<file path="src/hdl/assert_macros.svh">
// Assertion macros shared by the rotator RTL.
// No dependencies; define ASSERT_OFF to compile the checks out.
`ifndef ASSERT_MACROS_SVH
`define ASSERT_MACROS_SVH
`ifndef ASSERT_OFF
// same-cycle implication
`define ASSERT_IMPL(name, clk, rst_n, ante, cons, msg) \
  name: assert property (@(posedge clk) disable iff (!rst_n) (ante) |-> (cons)) else $error(msg);
// next-cycle implication
`define ASSERT_NEXT(name, clk, rst_n, ante, cons, msg) \
  name: assert property (@(posedge clk) disable iff (!rst_n) (ante) |=> (cons)) else $error(msg);
`else
`define ASSERT_IMPL(name, clk, rst_n, ante, cons, msg)
`define ASSERT_NEXT(name, clk, rst_n, ante, cons, msg)
`endif
`endif

</file>
<file path="src/hdl/fcpr_pkg.sv">
// Shared constants, types and the quarter-wave sine table of the Clarke/Park rotator.
// No dependencies.
`default_nettype none

package fcpr_pkg;

  localparam int DATA_BITS        = 16;
  localparam int ANGLE_BITS       = 16;
  localparam int SINE_TABLE_DEPTH = 256;
  localparam int TAB_BITS         = $clog2(SINE_TABLE_DEPTH);
  localparam int QUAD_SHIFT       = ANGLE_BITS - 2;
  localparam int ACC_BITS         = 2 * DATA_BITS;

  localparam logic [ANGLE_BITS-1:0] QUARTER_TURN = ANGLE_BITS'(1) << QUAD_SHIFT;

  // 1/sqrt3 in Q16, kept signed for the multiplier
  localparam logic signed [17:0] INV_SQRT3_Q16 = 18'sd37837;
  localparam logic [63:0]        HALF_PI_Q30   = 64'd1686629713;
  localparam longint             SINE_PEAK     = 32767;

  typedef logic signed [DATA_BITS-1:0] sample_t;
  typedef logic signed [ACC_BITS-1:0]  acc_t;
  typedef logic [SINE_TABLE_DEPTH-1:0][DATA_BITS-1:0] sine_tab_t;

  typedef enum logic {
    OP_PARK     = 1'b0,
    OP_INV_PARK = 1'b1
  } op_t;

  localparam sample_t SINE_MAX = sample_t'(SINE_PEAK);

  // Q30 Taylor series up to x^11, truncating at each step, rounded to Q15
  function automatic sine_tab_t build_sine_tab();
    sine_tab_t           tab;
    logic [63:0]         x;
    logic [63:0]         x2;
    logic [63:0]         term;
    logic signed [63:0]  sum;
    logic signed [63:0]  r;
    int                  k;
    tab = '0;
    for (k = 0; k < SINE_TABLE_DEPTH; k++) begin
      x    = (HALF_PI_Q30 * 64'(k)) >> TAB_BITS;
      x2   = (x * x) >> 30;
      term = ((x * x2) >> 30) / 64'd6;
      sum  = $signed(x) - $signed(term);
      term = ((term * x2) >> 30) / 64'd20;
      sum  = sum + $signed(term);
      term = ((term * x2) >> 30) / 64'd42;
      sum  = sum - $signed(term);
      term = ((term * x2) >> 30) / 64'd72;
      sum  = sum + $signed(term);
      term = ((term * x2) >> 30) / 64'd110;
      sum  = sum - $signed(term);
      if (sum < 0) begin
        sum = '0;
      end
      r = (sum * 64'(SINE_PEAK) + 64'sd536870912) >>> 30;
      if (r > 64'(SINE_PEAK)) begin
        r = 64'(SINE_PEAK);
      end
      tab[k] = r[DATA_BITS-1:0];
    end
    return tab;
  endfunction

  // entry for a quarter turn exactly is SINE_MAX and lives outside the table
  localparam sine_tab_t SINE_TAB = build_sine_tab();

endpackage

`default_nettype wire

</file>
<file path="src/hdl/foc_clarke_park_rotator_unit.sv">
// Clarke/Park and inverse Park rotator, Q1.15, five-stage pipeline.
// Depends on fcpr_pkg, fcpr_quarter_sine, fcpr_mac_cell and assert_macros.svh.
//
// Input channel in_*: in_tuser selects the operation (0: Clarke then Park on
// phase currents, 1: inverse Park on d/q voltages); in_tdata carries the two
// samples and the electrical angle (65536 steps per turn).
// Output channel out_*: alpha, beta, d and q in out_tdata, the clip flag in
// out_tuser. With operation 1, d and q echo the inputs.
// Throughput: one item per cycle while out_tready is high; the pipeline is five registered stages
// (table lookup and Clarke multiply, Clarke rounding, two chained MAC cells
// per output lane, rounding and saturation into the output register).
// Each stage has its own valid bit and advances when the stage ahead is empty
// or moving, so bubbles close up while the receiver stalls; in_tready drops
// only once all five stages hold items.
// Reset (rst_n low, synchronous) empties the pipeline; no item is lost or
// duplicated across a stall, and the output holds steady until taken.
`default_nettype none
`include "assert_macros.svh"

module foc_clarke_park_rotator_unit import fcpr_pkg::*; (
  input  logic        clk,
  input  logic        rst_n,
  input  logic        in_tvalid,
  output logic        in_tready,
  input  logic [47:0] in_tdata,   // in_a[15:0], in_b[31:16], angle[47:32]
  input  logic [0:0]  in_tuser,   // op[0]
  output logic        out_tvalid,
  input  logic        out_tready,
  output logic [63:0] out_tdata,  // alpha_out[15:0], beta_out[31:16], d_out[47:32], q_out[63:48]
  output logic [0:0]  out_tuser   // saturated[0]
);

  localparam int SUM_BITS  = DATA_BITS + 2;
  localparam int PROD_BITS = SUM_BITS + $bits(INV_SQRT3_Q16);
  localparam int SAT_BITS  = DATA_BITS + 4;
  localparam int RND_BITS  = ACC_BITS + 1;
  localparam logic signed [SAT_BITS-1:0] SAT_HI = SAT_BITS'((2 ** (DATA_BITS - 1)) - 1);
  localparam logic signed [SAT_BITS-1:0] SAT_LO = -SAT_HI - SAT_BITS'(1);

  typedef struct packed {
    logic    clip;
    sample_t val;
  } sat_t;

  function automatic sat_t sat_word(input logic signed [SAT_BITS-1:0] v);
    sat_t s;
    if (v > SAT_HI) begin
      s.clip = 1'b1;
      s.val  = sample_t'(SAT_HI);
    end else if (v < SAT_LO) begin
      s.clip = 1'b1;
      s.val  = sample_t'(SAT_LO);
    end else begin
      s.clip = 1'b0;
      s.val  = v[DATA_BITS-1:0];
    end
    return s;
  endfunction

  // round-half-up to Q15 of a Q30 sum
  function automatic logic signed [SAT_BITS-1:0] round_q15(input acc_t v);
    logic signed [RND_BITS-1:0] w;
    w = RND_BITS'(v) + RND_BITS'(1 << 14);
    return SAT_BITS'(w >>> 15);
  endfunction

  // stage enables, from the output back
  logic en1, en2, en3, en4, en5;
  logic v1_r, v2_r, v3_r, v4_r, out_tvalid_r;

  assign en5 = !out_tvalid_r || out_tready;
  assign en4 = !v4_r || en5;
  assign en3 = !v3_r || en4;
  assign en2 = !v2_r || en3;
  assign en1 = !v1_r || en2;

  always_ff @(posedge clk) begin
    if (!rst_n) begin
      v1_r         <= 1'b0;
      v2_r         <= 1'b0;
      v3_r         <= 1'b0;
      v4_r         <= 1'b0;
      out_tvalid_r <= 1'b0;
    end else begin
      if (en1) v1_r <= in_tvalid;
      if (en2) v2_r <= v1_r;
      if (en3) v3_r <= v2_r;
      if (en4) v4_r <= v3_r;
      if (en5) out_tvalid_r <= v4_r;
    end
  end

  // ---- stage 1: table lookup, Clarke product
  sample_t                     in_a, in_b;
  logic [ANGLE_BITS-1:0]       in_angle;
  logic [ANGLE_BITS-1:0]       cos_angle;
  sample_t                     sin_nxt, cos_nxt;
  logic signed [SUM_BITS-1:0]  ab_sum;
  logic signed [PROD_BITS-1:0] bprod_nxt;

  assign in_a      = in_tdata[15:0];
  assign in_b      = in_tdata[31:16];
  assign in_angle  = in_tdata[47:32];
  assign cos_angle = in_angle + QUARTER_TURN;

  fcpr_quarter_sine u_sin (
    .angle_i (in_angle),
    .sine_o  (sin_nxt)
  );

  fcpr_quarter_sine u_cos (
    .angle_i (cos_angle),
    .sine_o  (cos_nxt)
  );

  assign ab_sum    = SUM_BITS'(in_a) + (SUM_BITS'(in_b) <<< 1);
  assign bprod_nxt = PROD_BITS'(ab_sum) * PROD_BITS'(INV_SQRT3_Q16);

  op_t                         op1_r;
  sample_t                     a1_r, b1_r, sin1_r, cos1_r;
  logic signed [PROD_BITS-1:0] bprod1_r;

  always_ff @(posedge clk) begin
    if (en1) begin
      op1_r    <= op_t'(in_tuser[0]);
      a1_r     <= in_a;
      b1_r     <= in_b;
      sin1_r   <= sin_nxt;
      cos1_r   <= cos_nxt;
      bprod1_r <= bprod_nxt;
    end
  end

  // ---- stage 2: Clarke beta, rotation operands
  logic signed [PROD_BITS-1:0] brnd;
  sat_t                        beta_sat;
  sample_t                     sgn_sin;

  assign brnd     = bprod1_r + PROD_BITS'(1 << 15);
  assign beta_sat = sat_word(SAT_BITS'(brnd >>> 16));
  // inverse Park flips the sign of the sine terms
  assign sgn_sin  = (op1_r == OP_INV_PARK) ? -sin1_r : sin1_r;

  op_t     op2_r;
  sample_t a2_r, b2_r, y2_r, cos2_r, s2_r, ns2_r, beta2_r;
  logic    bclip2_r;

  always_ff @(posedge clk) begin
    if (en2) begin
      op2_r    <= op1_r;
      a2_r     <= a1_r;
      b2_r     <= b1_r;
      y2_r     <= (op1_r == OP_INV_PARK) ? b1_r : beta_sat.val;
      cos2_r   <= cos1_r;
      s2_r     <= sgn_sin;
      ns2_r    <= -sgn_sin;
      beta2_r  <= beta_sat.val;
      bclip2_r <= beta_sat.clip;
    end
  end

  // ---- stages 3 and 4: two MAC cells per lane
  acc_t lane1_c3, lane2_c3, lane1_c4, lane2_c4;

  fcpr_mac_cell u_lane1_c3 (
    .clk    (clk),
    .en     (en3),
    .acc_in ('0),
    .mul_a  (a2_r),
    .mul_b  (cos2_r),
    .acc_o  (lane1_c3)
  );

  fcpr_mac_cell u_lane2_c3 (
    .clk    (clk),
    .en     (en3),
    .acc_in ('0),
    .mul_a  (y2_r),
    .mul_b  (cos2_r),
    .acc_o  (lane2_c3)
  );

  op_t     op3_r;
  sample_t a3_r, b3_r, y3_r, s3_r, ns3_r, beta3_r;
  logic    bclip3_r;

  always_ff @(posedge clk) begin
    if (en3) begin
      op3_r    <= op2_r;
      a3_r     <= a2_r;
      b3_r     <= b2_r;
      y3_r     <= y2_r;
      s3_r     <= s2_r;
      ns3_r    <= ns2_r;
      beta3_r  <= beta2_r;
      bclip3_r <= bclip2_r;
    end
  end

  fcpr_mac_cell u_lane1_c4 (
    .clk    (clk),
    .en     (en4),
    .acc_in (lane1_c3),
    .mul_a  (y3_r),
    .mul_b  (s3_r),
    .acc_o  (lane1_c4)
  );

  fcpr_mac_cell u_lane2_c4 (
    .clk    (clk),
    .en     (en4),
    .acc_in (lane2_c3),
    .mul_a  (a3_r),
    .mul_b  (ns3_r),
    .acc_o  (lane2_c4)
  );

  op_t     op4_r;
  sample_t a4_r, b4_r, beta4_r;
  logic    bclip4_r;

  always_ff @(posedge clk) begin
    if (en4) begin
      op4_r    <= op3_r;
      a4_r     <= a3_r;
      b4_r     <= b3_r;
      beta4_r  <= beta3_r;
      bclip4_r <= bclip3_r;
    end
  end

  // ---- stage 5: rounding, saturation, output register
  sat_t        r1, r2;
  logic [63:0] out_tdata_nxt, out_tdata_r;
  logic        out_sat_nxt, out_sat_r;

  assign r1 = sat_word(round_q15(lane1_c4));
  assign r2 = sat_word(round_q15(lane2_c4));

  always_comb begin
    case (op4_r)
      OP_PARK: begin
        out_tdata_nxt = {r2.val, r1.val, beta4_r, a4_r};
        out_sat_nxt   = bclip4_r || r1.clip || r2.clip;
      end
      OP_INV_PARK: begin
        out_tdata_nxt = {b4_r, a4_r, r2.val, r1.val};
        out_sat_nxt   = r1.clip || r2.clip;
      end
      default: begin
        out_tdata_nxt = '0;
        out_sat_nxt   = 1'b0;
      end
    endcase
  end

  always_ff @(posedge clk) begin
    if (en5) begin
      out_tdata_r <= out_tdata_nxt;
      out_sat_r   <= out_sat_nxt;
    end
  end

  assign in_tready  = en1;
  assign out_tvalid = out_tvalid_r;
  assign out_tdata  = out_tdata_r;
  assign out_tuser  = out_sat_r;

  // ---- checks
  `ASSERT_IMPL(a_ready_when_empty_out, clk, rst_n, !out_tvalid_r, in_tready, "pipeline blocked with empty output")
  `ASSERT_NEXT(a_stage1_holds, clk, rst_n, v1_r && !en2, v1_r, "stage 1 item dropped under stall")
  `ASSERT_NEXT(a_last_stage_lands, clk, rst_n, v4_r && en5, out_tvalid_r, "MAC result lost at output")
  `ASSERT_IMPL(a_clip_at_rail, clk, rst_n, out_tvalid_r && out_sat_r, out_tdata_r[15:0] == 16'h7fff || out_tdata_r[15:0] == 16'h8000 || out_tdata_r[31:16] == 16'h7fff || out_tdata_r[31:16] == 16'h8000 || out_tdata_r[47:32] == 16'h7fff || out_tdata_r[47:32] == 16'h8000 || out_tdata_r[63:48] == 16'h7fff || out_tdata_r[63:48] == 16'h8000, "clip flag without a railed output")

endmodule

`default_nettype wire

</file>
<file path="src/hdl/fcpr_quarter_sine.sv">
// Sine of a 16-bit angle from the quarter-wave table, quadrant folding included.
// Depends on fcpr_pkg.
`default_nettype none

module fcpr_quarter_sine import fcpr_pkg::*; (
  input  logic [ANGLE_BITS-1:0] angle_i,
  output sample_t               sine_o
);

  logic [1:0]          quad;
  logic [TAB_BITS-1:0] idx;
  logic [TAB_BITS:0]   mir;
  sample_t             mag;

  assign quad = angle_i[ANGLE_BITS-1 -: 2];
  assign idx  = angle_i[QUAD_SHIFT-1 -: TAB_BITS];

  // odd quadrants run the table backwards; top bit set only at the peak
  assign mir = quad[0] ? ((TAB_BITS+1)'(SINE_TABLE_DEPTH) - {1'b0, idx}) : {1'b0, idx};
  assign mag = mir[TAB_BITS] ? SINE_MAX : sample_t'(SINE_TAB[mir[TAB_BITS-1:0]]);

  assign sine_o = quad[1] ? -mag : mag;

endmodule

`default_nettype wire

</file>
<file path="src/hdl/fcpr_mac_cell.sv">
// Multiply-accumulate cell: registers acc_in + mul_a * mul_b, chained to form a dot product.
// Depends on fcpr_pkg.
`default_nettype none

module fcpr_mac_cell import fcpr_pkg::*; (
  input  logic    clk,
  input  logic    en,
  input  acc_t    acc_in,
  input  sample_t mul_a,
  input  sample_t mul_b,
  output acc_t    acc_o
);

  acc_t prod;
  acc_t acc_nxt;
  acc_t acc_r;

  assign prod    = acc_t'(mul_a) * acc_t'(mul_b);
  assign acc_nxt = acc_in + prod;

  always_ff @(posedge clk) begin
    if (en) begin
      acc_r <= acc_nxt;
    end
  end

  assign acc_o = acc_r;

endmodule

`default_nettype wire
</file>
<file path="config.mk">
export PLATFORM = sky130hd
export DESIGN_NAME = foc_clarke_park_rotator_unit
export DESIGN_NICKNAME = d
export VERILOG_FILES = /design/src/hdl/fcpr_pkg.sv /design/src/hdl/foc_clarke_park_rotator_unit.sv /design/src/hdl/fcpr_quarter_sine.sv /design/src/hdl/fcpr_mac_cell.sv
export VERILOG_INCLUDE_DIRS = /design/src /design/src/hdl
export SDC_FILE = /design/constraint.sdc
export NUM_CORES = 2
export LEC_CHECK = 0
export BUFFER_PORTS_ARGS = -buffer_cell sky130_fd_sc_hd__buf_2
export CAP_MARGIN = 20
export CORE_ASPECT_RATIO = 0.8
export CORE_MARGIN = 5
export CORE_UTILIZATION = 33
export CTS_CLUSTER_DIAMETER = 100
export DETAILED_ROUTE_END_ITERATION = 7
export PLACE_DENSITY = 0.47
export SLEW_MARGIN = 20
export SYNTH_ARGS = -nofsm -noshare
export SYNTH_HDL_FRONTEND = slang
export SYNTH_SLANG_ARGS = --single-unit
</file>
<file path="constraint.sdc">
create_clock -name clk -period 10.3 [get_ports clk]
set_input_delay 2.06 -clock clk [delete_from_list [all_inputs] [get_ports clk]]
set_output_delay 2.06 -clock clk [all_outputs]
set_load 0.1 [all_outputs]
</file>
# After elaboration in Yosys (flattened, before gate mapping)
# Memory sizes are Yosys's and may differ from the RTL's.
# Index checks and enable logic that the tools add are counted.
dict set report word_totals {
  register_bits 561
  romBits 8192
  in_bits 53
  output_inout_bits 67
  word_cells 99
  memories 2
}
dict set report classes {
  n_addsub 13
  n_mul 5
  n_lt_le_gt_ge 8
  n_mux 18
  n_bitwise 1
  reduce_logical 13
}
# name words word_bits read_ports rd_clocked_by_memory_dff write_ports line
set memory_table {}
lappend memory_table {{(name not given)} 256 16 1 0 0 fcpr_quarter_sine.sv:20} ;# assign mag = mir[TAB_BITS] ? SINE_MAX : sample_t'(SINE_TAB[mir[TAB_BITS-1:0]]);
lappend memory_table {{(name not given)} 256 16 1 0 0 fcpr_quarter_sine.sv:20}
# operator count
set op_table {}
lappend op_table {{$mux W16} 9}
lappend op_table {{$mul A16 B16 Y32} 4}
lappend op_table {{$pmux W64 S2} 1}
lappend op_table {{$mux W17} 5}
lappend op_table {{$add A32 B16 Y33 const B} 2}
lappend op_table {{$add A32 B32 Y32} 2}
lappend op_table {{$neg A16 Y16} 4}
lappend op_table {{$add A36 B17 Y36 const B} 1}
lappend op_table {{$gt A18 B16 Y1 const B} 2}
lappend op_table {{$lt A18 B16 Y1 const B} 2}
lappend op_table {{$mul A18 B17 Y35 const B} 1}
lappend op_table {{$gt A20 B16 Y1 const B} 1}
lappend op_table {{$lt A20 B16 Y1 const B} 1}
lappend op_table {{$add A16 B17 Y18} 1}
lappend op_table {{$lt A8 B9 Y1 const B} 2}
lappend op_table {{$mux W9} 2}
lappend op_table {{$sub A9 B8 Y9 const A} 2}
lappend op_table {{$add A16 B15 Y16 const B} 1}
lappend op_table {{$logic_or A1 B1 Y1} 8}
lappend op_table {{$logic_not A1 Y1} 5}
lappend op_table {{$pmux W1 S2} 1}
lappend op_table {{$not A1 Y1} 1}

# Depth between registers and ports, before layout
dict set report depth {
  ltp_word 8
  mapped_depth 33
  depth_no_buf 32
}

# Modules after synthesis
# From an unflattened synthesis, not the netlist that was laid out.
dict set report unflattened {
  cells_unflattened 8385
  hier_area_um2 81353.0
}
# module n_inst cells_each area_each_um2 seq_area_each_um2
set modules_own_cells {}
lappend modules_own_cells {{fcpr_mac_cell (u_lane2_c3 ...)} 2 1221 11842.6 960.9}
lappend modules_own_cells {foc_clarke_park_rotator_unit 1 1666 22356.4 12411.9}
lappend modules_own_cells {{fcpr_mac_cell (u_lane1_c4)} 1 1223 11888.9 960.9}
lappend modules_own_cells {{fcpr_mac_cell (u_lane1_c3)} 1 1218 11825.1 960.9}
lappend modules_own_cells {{fcpr_quarter_sine (u_cos)} 1 937 5926.9 0.0}
lappend modules_own_cells {{fcpr_quarter_sine (u_sin)} 1 899 5670.4 0.0}

# Least setup slack after synthesis
# No wires, ideal clock.
dict set report synth_timing {
  path_type {in2reg}
  start {input port in_tdata[1]}
  end {register bprod1_r[34] (data pin)}
  setup_ps 275
  arrival_time_ps 9257
  t_required_ps 10025
  setup_slack_ps 768
  path_stages 30
  path_buffers 1
  path_cell_list {ha_1 inv_1 fa_1 nor2b_1 o31a_1 o211a_1 o221a_2 a2111oi_1 or2_2 clkbuf_1 xnor2_1 ha_1 ha_1 or2_2 fa_1 fa_1 fa_1 inv_1 fa_1 inv_1 ha_1 nand2_1 or3_1 o22ai_1 a21oi_1 o211a_1 o21ai_0 o21ai_0 a21oi_1 a31oi_1}
}
dict set report synth_between {
  elab_chain_cells 2
}
# item line
set synth_lines {}
lappend synth_lines {{from (decl)} foc_clarke_park_rotator_unit.sv:25} ;# input logic [47:0] in_tdata,
lappend synth_lines {{$add A16 B17 Y18} foc_clarke_park_rotator_unit.sv:116} ;# assign ab_sum = SUM_BITS'(in_a) + (SUM_BITS'(in_b) <<< 1);
lappend synth_lines {{$mul A18 B17 Y35} foc_clarke_park_rotator_unit.sv:117} ;# assign bprod_nxt = PROD_BITS'(ab_sum) * PROD_BITS'(INV_SQRT3_Q16);
lappend synth_lines {{via bprod_nxt[34]} foc_clarke_park_rotator_unit.sv:99} ;# logic signed [PROD_BITS-1:0] bprod_nxt;
lappend synth_lines {{to (signal assigned)} foc_clarke_park_rotator_unit.sv:130} ;# bprod1_r <= bprod_nxt;
lappend synth_lines {{to (decl)} foc_clarke_park_rotator_unit.sv:121} ;# logic signed [PROD_BITS-1:0] bprod1_r;
# The timed path passes the listed nets, and every way through them passes these cells.
# A chain may end at the register's enable or synchronous reset.

# Final worst setup path
dict set report layout_timing {
  start {input port in_tdata[1]}
  end {register bprod1_r[32] (data pin)}
}
# The elaborated chain is that of the path after synthesis.

==> flow_metrics.env <==
export IMPL_cpMaxStageDelayCell="fa_1"
export IMPL_start_util_pct=33.2
export IMPL_skew_ns=0.0362
export IMPL_holdBufCountCts=0
export IMPL_layout_nets=9551
export IMPL_grt_max_degree=68
export IMPL_fp_row_count=157
export IMPL_fin_crit_ns=9.16
export IMPL_synthFlopType="edfxtp_1"
export IMPL_fillers=23100
export IMPL_vias=56700
export IMPL_cts_tree="done"
export IMPL_critPathArrivalTime_ns=9.58
export IMPL_final_hold_viol_count=0
export IMPL_firstDrtPassIters=6
export IMPL_grt_util_all_layers_pct=20.3
export IMPL_yosysUniqueCellTypes=113
export IMPL_fmax_mhz=109
export IMPL_wl_mm=246
export IMPL_setup_viol=0
export IMPL_setup_tns_final_ns=0
export IMPL_insertion_delay_ns=0.67
export IMPL_slew_headroom_pct=21.3
export IMPL_die_h_um=440
export IMPL_synth_area_um2=76100
export IMPL_clock_root_buffer="clkbuf_16"
export IMPL_worst_pin_slew_ns=1.15
export IMPL_cp_max_fo=7
export IMPL_postSynthNetCount=9626
export IMPL_async_reset_ff_share_pct=0
export IMPL_grt_pass1_wl_mm=377
export IMPL_syn_to_final_growth_pct=7.60
export IMPL_coreArea_um2=229000
export IMPL_final_cell_mix="inv_1, fa_1, nand2_1"
export IMPL_slew_viol_final=0
export IMPL_drtIter0Drc=5012
export IMPL_synth_edff_count=510
export IMPL_gp_congestion=0.944
export IMPL_synth_seq_cells=515
export IMPL_outcome="finished, final reports clean"
export IMPL_io_buffers=113
export IMPL_ant_nets=0
export IMPL_htreeDepth=2
export IMPL_hold_path_class="reg -> reg"
export IMPL_io_pins=120
export IMPL_yosys_warnings=0
export IMPL_postLayoutSetupSlackWorst_ns=1.14
export IMPL_place_hpwl_mm=191
export IMPL_dp_slack_ns=0.433
export IMPL_drc_errors=0
export IMPL_grt_pass1_vias=58200
export IMPL_crit_top_cell="fa_1"
export IMPL_post_route_period_util_pct=89.0
export IMPL_clkSlewWorstSetupHoldPaths_ns=0.08
export IMPL_die_area_um2=240000
export IMPL_grt_overflow_total=0
export IMPL_reg2reg_slack_ns=1.86
export IMPL_drive_above_1_share_pct=6.65
export IMPL_clock_sinks=515
export IMPL_cp_required_ns=10.72
export IMPL_synth_area_per_cell_um2=9.74
export IMPL_final_common_cell="inv_1"
export IMPL_clockBufferDepth=3
export IMPL_cts_resized=0
export IMPL_rsz0062_at_grt="no"
export IMPL_cts_inserted_buffers=54
export IMPL_antenna_found_initial=20
export IMPL_postSynthCellCount=7815
export IMPL_maxCapViolCount=0
export IMPL_worst_setup_path_start_kind="input pin"
export IMPL_post_cts_buffers=0
export IMPL_die_w_um=547
export IMPL_critPathCaptureType="flop"
export IMPL_criticalPathCategory="in -> reg"
export IMPL_slowest_delay_ns=0.52
export IMPL_ys_seq_area_share_pct=20.3
export IMPL_wl_per_cell_um=22.8
export IMPL_via_per_inst=5.25
per-stage QoR:
step	std cells	cell area [um2]	util (%)	hold WS, ns
after floorplan	7815	76100	-	0.400
after CTS	10800	81900	35.7	0.404
after global routing	10800	81900	35.7	0.421
after detailed placement	10700	80000	34.9	0.405
after global placement	10700	80000	34.9	0.402
final	10800	81900	35.7	0.404
registers in the layout, indices dropped and copies added, names as in the netlist, 18 cells and up:
name              count
bprod1_r             20
u_lane2_c3.acc_o     32
u_lane2_c4.acc_o     18
u_lane1_c3.acc_o     32
u_lane1_c4.acc_o     18
out_tdata            64
kinds of logic after synthesis:
group	share of synthesized area [%]
AOI/OAI and AO/OA	11.3
xor gates and xnor gates	3.58
adders and majority gates	40.9
buffers and inverters	9.33
DFF	20.3
muxes	1.66
and+or+nand+nor	13.0
path summary, 6_finish.rpt:
kind | startpoint | to | cells after the start
worst max-delay path | in_tdata[1] | bprod1_r[32]$_DFFE_PP_ | 32
worst min-delay path | s2_r[9]$_DFFE_PP_ | s3_r[9]$_DFFE_PP_ | 0
worst max register to register | cos2_r[4]$_DFFE_PP_ | u_lane1_c3.acc_o[31]$_DFFE_PP_ | 24
worst min register to register | s2_r[9]$_DFFE_PP_ | s3_r[9]$_DFFE_PP_ | 0
synthesized netlist by cell type, types with 15 or more instances:
cell type  count  area share (%)
inv_1       1425             7.0
fa_1        1213              32
nand2_1      805             4.0
ha_1         545             9.0
edfxtp_1     510              20
and2_1       430             3.5
clkbuf_1     289             1.4
o21ai_0      280             1.8
a21oi_1      268             1.8
nor2_1       221             1.1
xnor2_1      197             2.3
nand3_1      126            0.83
nor3_1       112            0.74
xor2_1       104             1.2
nand2b_1     100            0.82
mux2_2        79             1.2
a211oi_1      74            0.73
buf_2         68            0.45
a31oi_1       65            0.53
o211ai_1      61            0.60
a21o_1        55            0.54
nor2b_1       42            0.35
o31ai_1       40            0.39
o21a_1        39            0.38
mux2i_1       33            0.43
o22ai_1       31            0.25
o32ai_1       27            0.31
and3_1        26            0.21
or2_2         25            0.21
a221oi_1      24            0.28
o221ai_1      24            0.28
buf_1         23            0.11
nand4_1       23            0.19
or3_1         22            0.18
a22oi_1       20            0.20
a311oi_1      20            0.23
a2111oi_0     19            0.22
a221o_1       18            0.24
a32oi_1       16            0.18
o2111ai_1     16            0.18
o21bai_1      16            0.16
o311ai_0      15            0.17
per-layer routing:
layer,up-vias,track usage (%),share of wire (%)
met5,-,0,0.0028
met4,2,3.38,1.6
met3,240,2.75,6.6
met2,1895,29.8,42
met1,29200,32.1,50
li1,25400,-,-
worst max-delay path: cells and delay by family:
family	cells	cell delay (ns)
AO/OA/AOI/OAI	12	2.96
buffers and inverters	6	0.59
adder cells (fa/ha/maj)	8	3.12
XOR/XNOR	2	0.40
AND/OR/NAND/NOR	4	0.46
area by class of cell:
| class | instances | area (um2) | area share (%) |
|---|---|---|---|
| Sequential cell | 515 | 15400 | 18.8 |
| Antenna cell | 7 | 17.5 | 0.0214 |
| Inverter | 1432 | 5380 | 6.57 |
| Clock inverter | 31 | 373 | 0.455 |
| Clock buffer | 70 | 1460 | 1.78 |
| Tap cell | 3021 | 3780 | 4.62 |
| Timing Repair Buffer | 272 | 1780 | 2.17 |
| Multi-Input combinational cell | 5465 | 53700 | 65.6 |
Power is not shown: default switching activity piles up to over one toggle a cycle in this logic, so the estimate is an artifact.
